==> src/rtl/core/sliding_window_bollinger_bands_assert.svh <==
// Assertion macros shared by the Bollinger band core modules.
// Each macro expects signals named clk and rst in the scope where it is used.
`ifndef SLIDING_WINDOW_BOLLINGER_BANDS_ASSERT_SVH
`define SLIDING_WINDOW_BOLLINGER_BANDS_ASSERT_SVH

// Same-cycle implication, disabled while reset is high.
`define SWBB_ASSERT_IMPL(name, ante, cons) \
  name: assert property (@(posedge clk) disable iff (rst) (ante) |-> (cons)) \
    else $error("swbb: assertion failed");

// Next-cycle implication, disabled while reset is high.
`define SWBB_ASSERT_NEXT(name, ante, cons) \
  name: assert property (@(posedge clk) disable iff (rst) (ante) |=> (cons)) \
    else $error("swbb: assertion failed");

`endif

==> src/rtl/core/swbb_fifo.sv <==
// Small register queue used between the front and back and at the result side.
// Depends on nothing.
module swbb_fifo #(
  parameter int WIDTH = 8,
  parameter int DEPTH = 2
) (
  input  logic             clk,
  input  logic             rst,
  input  logic             push,
  input  logic [WIDTH-1:0] push_data,
  output logic             full,
  input  logic             pop,
  output logic [WIDTH-1:0] pop_data,
  output logic             empty
);

  localparam int AW = (DEPTH > 1) ? $clog2(DEPTH) : 1;
  localparam int CW = $clog2(DEPTH + 1);

  logic [WIDTH-1:0] slots [DEPTH];
  logic [AW-1:0]    wr_ptr;
  logic [AW-1:0]    rd_ptr;
  logic [CW-1:0]    count;
  logic             do_push;
  logic             do_pop;

  assign full     = (count == CW'(DEPTH));
  assign empty    = (count == '0);
  assign do_push  = push && !full;
  assign do_pop   = pop && !empty;
  assign pop_data = slots[rd_ptr];

  always_ff @(posedge clk) begin
    if (rst) begin
      wr_ptr <= '0;
      rd_ptr <= '0;
      count  <= '0;
    end else begin
      if (do_push) begin
        wr_ptr <= (wr_ptr == AW'(DEPTH - 1)) ? '0 : wr_ptr + 1'b1;
      end
      if (do_pop) begin
        rd_ptr <= (rd_ptr == AW'(DEPTH - 1)) ? '0 : rd_ptr + 1'b1;
      end
      if (do_push && !do_pop) begin
        count <= count + 1'b1;
      end else if (do_pop && !do_push) begin
        count <= count - 1'b1;
      end
    end
  end

  always_ff @(posedge clk) begin
    if (do_push) begin
      slots[wr_ptr] <= push_data;
    end
  end

endmodule

==> config.mk <==
export PLATFORM = sky130hd
export DESIGN_NAME = swbb_fifo
export DESIGN_NICKNAME = d
export VERILOG_FILES = /design/src/rtl/core/sliding_window_bollinger_bands_assert.svh /design/src/rtl/core/swbb_fifo.sv
export SDC_FILE = /design/constraint.sdc
export NUM_CORES = 1
export LEC_CHECK = 0
export ABC_AREA = 1
export BUFFER_PORTS_ARGS = -buffer_cell sky130_fd_sc_hd__buf_2
export CAP_MARGIN = 15
export CORE_ASPECT_RATIO = 1.25
export CORE_MARGIN = 5
export CORE_UTILIZATION = 49
export CTS_CLUSTER_SIZE = 16
export DETAILED_ROUTE_END_ITERATION = 10
export GPL_TIMING_DRIVEN = 0
export HOLD_SLACK_MARGIN = 0.05
export PLACE_DENSITY = 0.75
export REMOVE_ABC_BUFFERS = 1
export SLEW_MARGIN = 20
export SYNTH_ARGS = -nofsm -noshare
export SYNTH_HDL_FRONTEND = slang
export SYNTH_SLANG_ARGS = --single-unit
==> constraint.sdc <==
create_clock -name clk -period 1.9 [get_ports clk]
set_clock_uncertainty 0.1 [all_clocks]
set_input_delay 0.475 -clock clk [delete_from_list [all_inputs] [get_ports clk]]
set_output_delay 0.475 -clock clk [all_outputs]
set_load 0.05 [all_outputs]
==> impl_results.md <==
- Status: finished, final reports clean
- Setup Total Neg Slack: 0 ns
- Initial core utilization: 52.4%
- Sw power: 0.000598 W
- Most frequent cells in the layout: buf_2 (19), edfxtp_1 (16), nor2_1 (9), mux2_2 (8), inv_1 (7)
- Synth Area in Simple Gates: under 10%
- Total global routing overflow: 0
- Setup bufs post-CTS: 0
- Global-route wire length before repair: approximately 2.1 mm
- Antenna violations before repair: 0
- Clock latency at the later pin of the worst-skew pair: ~0.29 ns
- Die Y: between 50 and 60 microns
- #FFs+latches synth: 21
- CTS tree: built
- Post-synth design cell area: slightly above 800 sq um
- Port Buffers: 21
- Vias: roughly 500
- Register area share after synthesis: between 70% and 80%
- Final setup vio count: 0
- WL per Instance: 11.5 microns
- Die Area: approximately 2600 sq um
- Final instance area: 986 sq um
- Layout cells sized above 1: between 40 and 50%
- Root Buffer: clkbuf_4
- Cts repair resizes: 2
- Req. time, crit path: 1.32 ns
- CP Launch Type: flop
- Drt initial violations: 13
- Non-Filler Instances: between 100 and 150
- Total CTS buffers: 3
- Largest net degree at the start of global routing: 12
- Clock power frac: between 10% and 20%
- Place WS: 0.217 ns
- Placed inst area: about 950 sq um
- Pint: 0.000852 W
- Crit path arrival time: approximately 1.3 ns
- Drt total wl: 1.20 mm
- Placed Cells: 100
- Clock sinks: 21
- RSZ-0062 raised after global routing: no
- Mux cell area share after synthesis: between 10% and 20%
- GRT Resource Usage Total: a little over a tenth
- # rows: 16
- Final worst path period need: about 1.8 ns
- CP Class: flop to output port
- Rel. slew slack: a little over half
- Switching part of the total: between 40% and 50%
- P&R area growth vs syn: 19.0%
- Drc violations: 0
- Number of global-route vias before repair: ~530
- Mean post-synth cell area: 13.4 sq um
- Pwr Density: around 1500 nW/um^2
- Clk buf depth: 2
- Core box area: 1580 sq um
- Sequential power share: about 45%
- CP endpoint kind: output port
- Main combinational cell family by area after synthesis: multiplexers
- Die Wd: approximately 47 microns
- Layout Nets: 100
- Complex-gate fraction of the synthesized area: ~4.5%
- CTS Hold Bufs: 0
- Gpl congestion: just under 0.8
- Synth cell types: 16
- Pins over their slew limit: 0
- Drt pass-1 iters: 2
- Routed vias/inst: ~5
- Post-Synth Adder-Cell Area: 1.51%
- Final worst-path cycle share: between 90% and 100%
- Fin util: between 60 and 70%
- Hold WC Path Type: input port to flop
- Total of max-cap violations: 0
- Ports: 22
- Most common cell after layout, fill and taps aside: buf_2
- Antenna Cells: 0
- Worst-path clk slew: ~0.10 ns
- # fillers: 131
- Placed wire-length estimate: roughly 920 microns
- Combinational share of power: 41.2%
- VDD IR-drop max: approximately 0.70 mV
- Leak Pwr: between 0.4 and 0.5 nW
- Antenna Nets Post-Route: 0
- Final WS setup: between 0.06 and 0.07 ns
- Crit path max fanout: 8
- Max Fclk: approximately 550 MHz
- Cells after Synth: 62
- Final Hold Fails: 0
- H-Tree Depth: 1
- Worst Max-Slew Pin Slew: a little under 0.7 ns
- Synth Area in XOR/XNOR: 0%
- Yosys warnings: 0
-- worst paths after layout --
check | start | end | slack (ns) | depth (start not counted)
min reg2reg | wr_ptr | wr_ptr | 0.42 | 2
min | push_data[0] | slots[0][0] | 0.27 | 1
max | flop | pop_data[4] | 0.07 | 2
max reg2reg | count[0] | slots[1][6] | 0.24 | 2
-- synthesized netlist by cell type, drive strengths merged --
library cell | n | area, sq um
ha | 1 | 12.5
nand4 | 1 | 6.26
a21oi | 1 | 5.00
mux2 | 8 | 90.1
o21ai | 5 | 32.5
buf | 1 | 5.00
dfxtp | 5 | 100
nand2 | 4 | 15.0
nor2 | 9 | 33.8
and2 | 1 | 8.76
nand3 | 1 | 5.00
edfxtp | 16 | 480
inv | 9 | 33.8
-- layer usage --
metal / vias to the layer above / wire length, microns / track usage (%)
li1: 261 / - / -
met1: 231 / 498 / 12.5
met2: 11 / 615 / 18.3
met3: 2 / 67 / 1.94
met4: 0 / 15 / 5.93
met5: - / 0 / 0
-- final cells by class --
cell class	instances	area, sq um	share of cell area [%]
Clock buffer	4	26.3	2.66
Inverter	9	33.8	3.43
Multi-Input combinational cell	31	209	21.2
Sequential cell	21	584	59.3
Tap cell	18	22.5	2.28
Timing Repair Buffer	21	110	11.2
-- logic make-up after synthesis --
group                    Yosys count
flip-flops                        21
AND/OR/NAND/NOR                   16
buffers and inverters             10
multiplexers                       8
AO/OA/AOI/OAI                      6
adder cells (fa/ha/maj)            1
-- sequential cells by signal, summed over array words and instances (netlist names), named ones only --
signal	flops
wr_ptr	1
rd_ptr	1
count	2
slots	16
-- metrics by stage --
stage          power [W]  hold slack (ns)
6_report         0.00145            0.267
5_1_grt          0.00155            0.247
4_1_cts          0.00146            0.257
3_5_place_dp     0.00126            0.412
3_3_place_gp     0.00124            0.391
2_1_floorplan    0.00113            0.374
-- critical path: stages, from the launching register on --
cell and delay [ns]:
dfxtp_4 0.42, mux2_2 0.34, buf_2 0.21
-- power groups by stage --
stage	Combinational (W)	Sequential, W	Clock [W]
after floorplan	0.000487	0.000646	0
after global placement	0.000585	0.000658	0
after detailed placement	0.000596	0.000662	0
after CTS	0.000598	0.000655	0.000208
after global routing	0.000649	0.000665	0.000234
final	0.000598	0.000653	0.000200
Power figures use the tool's default switching activity.
