## src/rtl/core/sliding_window_bollinger_bands_assert.svh

```systemverilog
// Assertion macros shared by the Bollinger band core modules.
// Each macro expects signals named clk and rst in the scope where it is used.
`ifndef SLIDING_WINDOW_BOLLINGER_BANDS_ASSERT_SVH
`define SLIDING_WINDOW_BOLLINGER_BANDS_ASSERT_SVH

// Same-cycle implication, disabled while reset is high.
`define SWBB_ASSERT_IMPL(name, ante, cons) \
  name: assert property (@(posedge clk) disable iff (rst) (ante) |-> (cons)) \
    else $error("swbb: assertion failed");

// Next-cycle implication, disabled while reset is high.
`define SWBB_ASSERT_NEXT(name, ante, cons) \
  name: assert property (@(posedge clk) disable iff (rst) (ante) |=> (cons)) \
    else $error("swbb: assertion failed");

`endif

```

## src/rtl/core/swbb_pkg.sv

```systemverilog
// Shared types and constants of the Bollinger band core.
// Depends on nothing; the front end, back end and top level import it.
package swbb_pkg;

  localparam int WINDOW_MAX_DEF = 256;

  localparam int PRICE_W = 24;
  localparam int LEN_W   = 9;
  localparam int K_W     = 12;
  localparam int VAR_W   = 48;
  localparam int DEV_W   = 24;
  localparam int SPR_W   = K_W + DEV_W - 8;

  localparam int CFG_W     = 12;
  localparam int CFG_IDX_W = 1;

  localparam logic [CFG_IDX_W-1:0] REG_WINDOW_LENGTH = 1'd0;
  localparam logic [CFG_IDX_W-1:0] REG_BAND_WIDTH    = 1'd1;

  localparam logic [LEN_W-1:0] LEN_RESET = 9'd20;
  localparam logic [K_W-1:0]   K_RESET   = 12'd512;

  localparam logic [PRICE_W-1:0] PRICE_MAX = {PRICE_W{1'b1}};

  localparam int QUEUE_DEPTH = 2;

  typedef struct packed {
    logic [PRICE_W-1:0] middle;
    logic [PRICE_W-1:0] upper;
    logic [PRICE_W-1:0] lower;
  } result_t;

endpackage

```

## src/rtl/core/swbb_back.sv

```systemverilog
// Back end: turns a window job into mean, deviation and the three bands with
// a shared shift-and-subtract sequencer. Depends on swbb_pkg and the assertion header.
`include "sliding_window_bollinger_bands_assert.svh"

module swbb_back import swbb_pkg::*; #(
  parameter int WINDOW_MAX = WINDOW_MAX_DEF
) (
  input  logic                                      clk,
  input  logic                                      rst,
  input  logic                                      job_valid,
  output logic                                      job_pop,
  input  logic [PRICE_W+$clog2(WINDOW_MAX)-1:0]     job_sum,
  input  logic [2*PRICE_W+$clog2(WINDOW_MAX)-1:0]   job_sumsq,
  input  logic [$clog2(WINDOW_MAX+1)-1:0]           job_n,
  input  logic [2*$clog2(WINDOW_MAX+1)-1:0]         job_nsq,
  input  logic [K_W-1:0]                            job_k,
  input  logic                                      out_full,
  output logic                                      out_push,
  output result_t                                   out_data
);

  localparam int AW    = $clog2(WINDOW_MAX);
  localparam int NW    = $clog2(WINDOW_MAX + 1);
  localparam int SUM_W = PRICE_W + AW;
  localparam int SQ_W  = 2 * PRICE_W + AW;
  localparam int NUM_W = NW + SQ_W;
  localparam int DR_W  = 2 * NW;
  localparam int CNT_W = $clog2(NUM_W + 1);
  localparam int PR_W  = K_W + DEV_W;

  localparam logic [2:0] ST_IDLE = 3'd0;
  localparam logic [2:0] ST_PH1  = 3'd1;
  localparam logic [2:0] ST_SUB  = 3'd2;
  localparam logic [2:0] ST_PH2  = 3'd3;
  localparam logic [2:0] ST_PH3  = 3'd4;
  localparam logic [2:0] ST_SPR  = 3'd5;
  localparam logic [2:0] ST_FIN  = 3'd6;

  logic [2:0]         state;
  logic [CNT_W-1:0]   cnt;
  logic [SUM_W-1:0]   sum_r;
  logic [NW-1:0]      n_r;
  logic [DR_W-1:0]    nsq_r;
  logic [K_W-1:0]     k_r;
  logic [SUM_W-1:0]   mq;
  logic [NW-1:0]      mrem;
  logic [2*SUM_W-1:0] acc2;
  logic [NUM_W-1:0]   accn;
  logic [NUM_W-1:0]   sq_sh;
  logic [NW-1:0]      nb;
  logic [PRICE_W-1:0] mean_r;
  logic [NUM_W-1:0]   dq;
  logic [DR_W-1:0]    drem;
  logic [DEV_W+1:0]   srem;
  logic [DEV_W-1:0]   root;
  logic [SPR_W-1:0]   spread;
  logic               start;

  logic [NW:0]        m_t;
  logic               m_ge;
  logic [NW:0]        m_new;
  logic [DR_W:0]      d_t;
  logic               d_ge;
  logic [DR_W:0]      d_new;
  logic [DEV_W+3:0]   s_t;
  logic [DEV_W+3:0]   s_trial;
  logic               s_ge;
  logic [DEV_W+3:0]   s_new;
  logic [PR_W-1:0]    prod;
  logic [SPR_W:0]     up_sum;

  assign start    = (state == ST_IDLE) && job_valid && !out_full;
  assign job_pop  = start;
  assign out_push = (state == ST_FIN);

  always_comb begin
    // Mean divide: one quotient bit per step.
    m_t   = {mrem, mq[SUM_W-1]};
    m_ge  = (m_t >= {1'b0, n_r});
    m_new = m_ge ? (m_t - {1'b0, n_r}) : m_t;
    // Variance divide by n squared.
    d_t   = {drem, dq[NUM_W-1]};
    d_ge  = (d_t >= {1'b0, nsq_r});
    d_new = d_ge ? (d_t - {1'b0, nsq_r}) : d_t;
    // Square root: two radicand bits per step.
    s_t     = {srem, dq[VAR_W-1 -: 2]};
    s_trial = {2'b00, root, 2'b01};
    s_ge    = (s_t >= s_trial);
    s_new   = s_ge ? (s_t - s_trial) : s_t;
    prod    = PR_W'(k_r) * PR_W'(root);
    up_sum  = (SPR_W+1)'(mean_r) + (SPR_W+1)'(spread);
  end

  always_comb begin
    out_data.middle = mean_r;
    out_data.upper  = (up_sum > (SPR_W+1)'(PRICE_MAX)) ? PRICE_MAX : up_sum[PRICE_W-1:0];
    out_data.lower  = (spread > SPR_W'(mean_r)) ? '0 : (mean_r - spread[PRICE_W-1:0]);
  end

  always_ff @(posedge clk) begin
    if (rst) begin
      state <= ST_IDLE;
      cnt   <= '0;
    end else begin
      case (state)
        ST_IDLE: begin
          if (start) begin
            cnt   <= CNT_W'(SUM_W);
            state <= ST_PH1;
          end
        end
        ST_PH1: begin
          if (cnt == CNT_W'(1)) begin
            state <= ST_SUB;
          end else begin
            cnt <= cnt - 1'b1;
          end
        end
        ST_SUB: begin
          cnt   <= CNT_W'(NUM_W);
          state <= ST_PH2;
        end
        ST_PH2: begin
          if (cnt == CNT_W'(1)) begin
            cnt   <= CNT_W'(DEV_W);
            state <= ST_PH3;
          end else begin
            cnt <= cnt - 1'b1;
          end
        end
        ST_PH3: begin
          if (cnt == CNT_W'(1)) begin
            state <= ST_SPR;
          end else begin
            cnt <= cnt - 1'b1;
          end
        end
        ST_SPR: begin
          state <= ST_FIN;
        end
        ST_FIN: begin
          state <= ST_IDLE;
        end
        default: begin
          state <= ST_IDLE;
        end
      endcase
    end
  end

  always_ff @(posedge clk) begin
    case (state)
      ST_IDLE: begin
        if (start) begin
          sum_r <= job_sum;
          n_r   <= job_n;
          nsq_r <= job_nsq;
          k_r   <= job_k;
          mq    <= job_sum;
          mrem  <= '0;
          acc2  <= '0;
          accn  <= '0;
          sq_sh <= NUM_W'(job_sumsq);
          nb    <= job_n;
        end
      end
      ST_PH1: begin
        // The sum is squared MSB first from the same bit that feeds the
        // divider, while n times the square sum runs LSB first.
        mrem  <= m_new[NW-1:0];
        mq    <= {mq[SUM_W-2:0], m_ge};
        acc2  <= {acc2[2*SUM_W-2:0], 1'b0} + (mq[SUM_W-1] ? (2*SUM_W)'(sum_r) : '0);
        accn  <= accn + (nb[0] ? sq_sh : '0);
        sq_sh <= {sq_sh[NUM_W-2:0], 1'b0};
        nb    <= nb >> 1;
      end
      ST_SUB: begin
        mean_r <= mq[PRICE_W-1:0];
        dq     <= accn - NUM_W'(acc2);
        drem   <= '0;
      end
      ST_PH2: begin
        drem <= d_new[DR_W-1:0];
        dq   <= {dq[NUM_W-2:0], d_ge};
        srem <= '0;
        root <= '0;
      end
      ST_PH3: begin
        srem <= s_new[DEV_W+1:0];
        root <= {root[DEV_W-2:0], s_ge};
        dq   <= {dq[NUM_W-3:0], 2'b00};
      end
      ST_SPR: begin
        spread <= prod[PR_W-1:8];
      end
      default: begin
      end
    endcase
  end

  `SWBB_ASSERT_NEXT(a_start_enters_divide, start, state == ST_PH1)
  `SWBB_ASSERT_IMPL(a_result_has_room, state == ST_FIN, !out_full)
  `SWBB_ASSERT_IMPL(a_mean_rem_below_n, state == ST_PH1, mrem < n_r)
  `SWBB_ASSERT_IMPL(a_var_rem_below_nsq, state == ST_PH2, drem < nsq_r)

endmodule

```

## config.mk

```make
export PLATFORM = sky130hd
export DESIGN_NAME = swbb_back
export DESIGN_NICKNAME = d
export VERILOG_FILES = /design/src/rtl/core/swbb_pkg.sv /design/src/rtl/core/swbb_back.sv
export VERILOG_INCLUDE_DIRS = /design/src /design/src/rtl/core
export SDC_FILE = /design/constraint.sdc
export NUM_CORES = 2
export LEC_CHECK = 0
export BUFFER_PORTS_ARGS = -buffer_cell sky130_fd_sc_hd__buf_2
export CAP_MARGIN = 20
export CORE_UTILIZATION = 45
export DETAILED_ROUTE_END_ITERATION = 7
export GPL_TIMING_DRIVEN = 0
export HOLD_SLACK_MARGIN = 0.1
export RECOVER_POWER = 50
export SKIP_CTS_REPAIR_TIMING = 1
export SYNTH_ARGS = -nofsm -noshare
export SYNTH_HDL_FRONTEND = slang
export SYNTH_SLANG_ARGS = --single-unit
```

## constraint.sdc

```tcl
create_clock -name clk -period 16.9 [get_ports clk]
set_input_delay 0.845 -clock clk [delete_from_list [all_inputs] [get_ports clk]]
set_output_delay 0.845 -clock clk [all_outputs]
set_load 0.005 [all_outputs]
```

==> impl_metrics.py <==
metrics = {
    "logic_synthesis": {
        "synthTopCellsByArea": "edfxtp_1 (34%), fa_1 (10%), ha_1 (10%)",
        "async_flop_share": 0,
        "ys_ff_latch": 510,
        "synthFlopType": "edfxtp_1",
        "synth.most_common_cell": "nand2_1",
        "synth_commonest_cells": "nand2_1 (700), inv_1 (522), edfxtp_1 (500)",
        "synth.top_cell.area_share": 0.340,
        "synth-edff-count": 500,
        "synth_area_leader_cell": "edfxtp_1",
        "syn_area_per_cell_um2": 9.15,
        "ys_seq_area_frac": 0.345,
        "syn_nets": 5536,
        "synth.cell_area_um2": 44100,
        "ys_warn_count": 0,
        "synthCells": 4824,
        "ys_types": 94,
    },
    "timing": {
        "skew_ns": 0.0257,
        "fin_crit_ns": 7.38,
        "worst_slew_pin_slew_ns": 2.62,
        "max_freq_ghz": 0.136,
        "finalSetupViolCount": 0,
        "max_slew_margin": -0.753,
        "finalWorstSetupSlack_ns": 9.52,
        "rsz0062_at_grt": "false",
        "period_share": 0.437,
        "finalHoldViolations": 0,
        "fin_tns_setup_ns": 0,
        "maxSlewViolCount": 146,
    },
    "grt": {
        "grt_pass1_wl_um": 192000,
        "grt.overflow.total": 0,
        "grtUsageMet2": 0.410,
        "antenna_found_initial": 8,
        "grt_max_degree": 66,
        "busiest_layer": "met2",
        "gr-usage-met1": 0.338,
        "grtUsageTotal": 0.248,
        "use_met3": 0.0272,
        "grt_pass1_vias": 34349,
    },
    "critical_path": {
        "worstPathArrival_ns": 7.78,
        "start_kind": "register",
        "critPathKind": "register to register",
        "cp.required_ns": 17.30,
        "cp_max_fo": 10,
        "end_kind": "register",
        "reg2reg_depth": 21,
    },
    "run_status": {
        "status": "finished with violations",
        "violations": "design-rule violations, max-capacitance violations, max-slew violations",
    },
    "job": {
        "drv_cap": 4,
    },
    "routing": {
        "final_antenna_net_count": 0,
        "drc_errors": 31,
        "first_pass_iters": 8,
        "viasPerCell": 5.48,
        "wire_per_inst_um": 19.3,
        "wl_um": 124000,
        "vias": 35276,
        "dr.first_iter.drc_count": 2586,
    },
    "final_layout": {
        "nets": 5814,
        "fin_util": 0.506,
        "post-route-cell-area_um2": 49000,
        "area_growth_pct": 11.1,
        "drive_gt1_frac": 0.0599,
    },
    "cts": {
        "clk_latency_ns": 0.68,
        "clkTransAtPathRegs_ns": 0.06,
        "cts.path.max_buffers": 3,
        "htreeDepth": 2,
        "clockRootBuffer": "clkbuf_16",
        "clkSinkCount": 510,
        "cts_made_buffers": 61,
        "cts_tree": "done",
    },
    "floorplan": {
        "io_pins": 205,
        "core-area_um2": 97000,
        "chipHeight_um": 315,
        "rows": 114,
        "die-width_um": 315,
        "die_area_um2": 99400,
        "initial_utilization": 0.455,
    },
    "min_path": {
        "min-delay-path-class": "primary input to register",
        "hold_depth": 1,
    },
    "placement": {
        "place_area_um2": 47000,
        "hpwl_um": 99300,
        "place.gp.congestion": 0.910,
        "io_buffer_count": 203,
        "place_worst_setup_slack_ns": 9.48,
    },
    "pwr": {
        "finalPower_uw": 5170,
        "leakage_uw": 0.0213,
        "power_density_nw_per_um2": 106,
        "peakVddDrop_uv": 94.8,
    },
}
cell type report:
| class | count | area [µm²] |
|---|---|---|
| Clock inverter | 42 | 584 |
| Sequential cell | 510 | 15200 |
| Clock buffer | 74 | 1650 |
| Buffer | 213 | 875 |
| Inverter | 523 | 1960 |
| Fill cell | 9307 | 48000 |
| Multi-Input combinational cell | 3578 | 26000 |
| Timing Repair Buffer | 215 | 1110 |
| Tap cell | 1276 | 1600 |
| Antenna cell | 3 | 7.51 |
layout by cell type (no fill, tap or decap), types with 37 or more instances in the layout:
master,n
xnor2_1,155
o21ai_0,223
nor3_1,72
and2_1,193
nand4_1,54
xor2_1,75
buf_2,155
o21bai_1,55
a21oi_1,281
nor2_1,342
inv_1,522
edfxtp_1,500
nor2b_1,43
clkbuf_1,260
a211oi_1,37
a22oi_1,54
mux2i_1,44
a21o_1,134
clkbuf_16,62
fa_1,226
nand3_1,68
ha_1,355
nand2_1,700
power by group:
part           switching [µW]  internal [µW]
registers                73.2           1600
clock network             567            904
logic                    1210            821
kinds of logic after synthesis:
group | share of synthesized area
AOI/OAI and AO/OA | 0.157
DFF | 0.345
buffers and inverters | 0.0649
adders and majority gates | 0.203
and+or+nand+nor | 0.175
muxes | 0.00998
xor gates and xnor gates | 0.0456
final timing paths:
check	to	slack, ns	from
worst max-delay path	spread[26]	9.52	k_r[7]
worst min-delay path	nsq_r[1]	0.35	job_nsq[1]
worst max register to register	spread[26]	9.52	k_r[7]
worst min register to register	mean_r[20]	0.45	mq[20]
critical path, stage by stage, from the launching register on:
cell	delay, ns
edfxtp_1	0.63
clkbuf_1	0.64
nand2_1	0.17
fa_1	0.53
inv_1	0.05
fa_1	0.48
fa_1	0.53
fa_1	0.56
inv_1	0.06
fa_1	0.55
inv_1	0.05
ha_1	0.32
a21oi_1	0.07
o21ai_0	0.30
a2111oi_0	0.11
a211oi_1	0.61
a31o_2	0.31
a21bo_2	0.19
o21ai_1	0.10
a311oi_1	0.50
a21oi_1	0.17
xnor2_1	0.17
stage by stage:
stage,cells,hold slack (ns)
floorplan,4824,0.426
global placement,6303,0.430
detailed placement,6314,0.438
CTS,6430,0.303
global route,6432,0.325
finish,6434,0.351
flip-flops by register name, summed over array words and instances (netlist names), 12 cells and up:
signal  count
dq         65
acc2       64
sq_sh      65
nsq_r      18
k_r        12
mean_r     24
srem       26
sum_r      32
spread     28
root       24
drem       18
accn       65
mq         32
metal layers:
metal	share of wire	up-vias
li1	-	17256
met1	0.45	16907
met3	0.051	177
met4	0.030	4
met5	0.00022	-
met2	0.47	932
(Power assumes the default switching activity.)
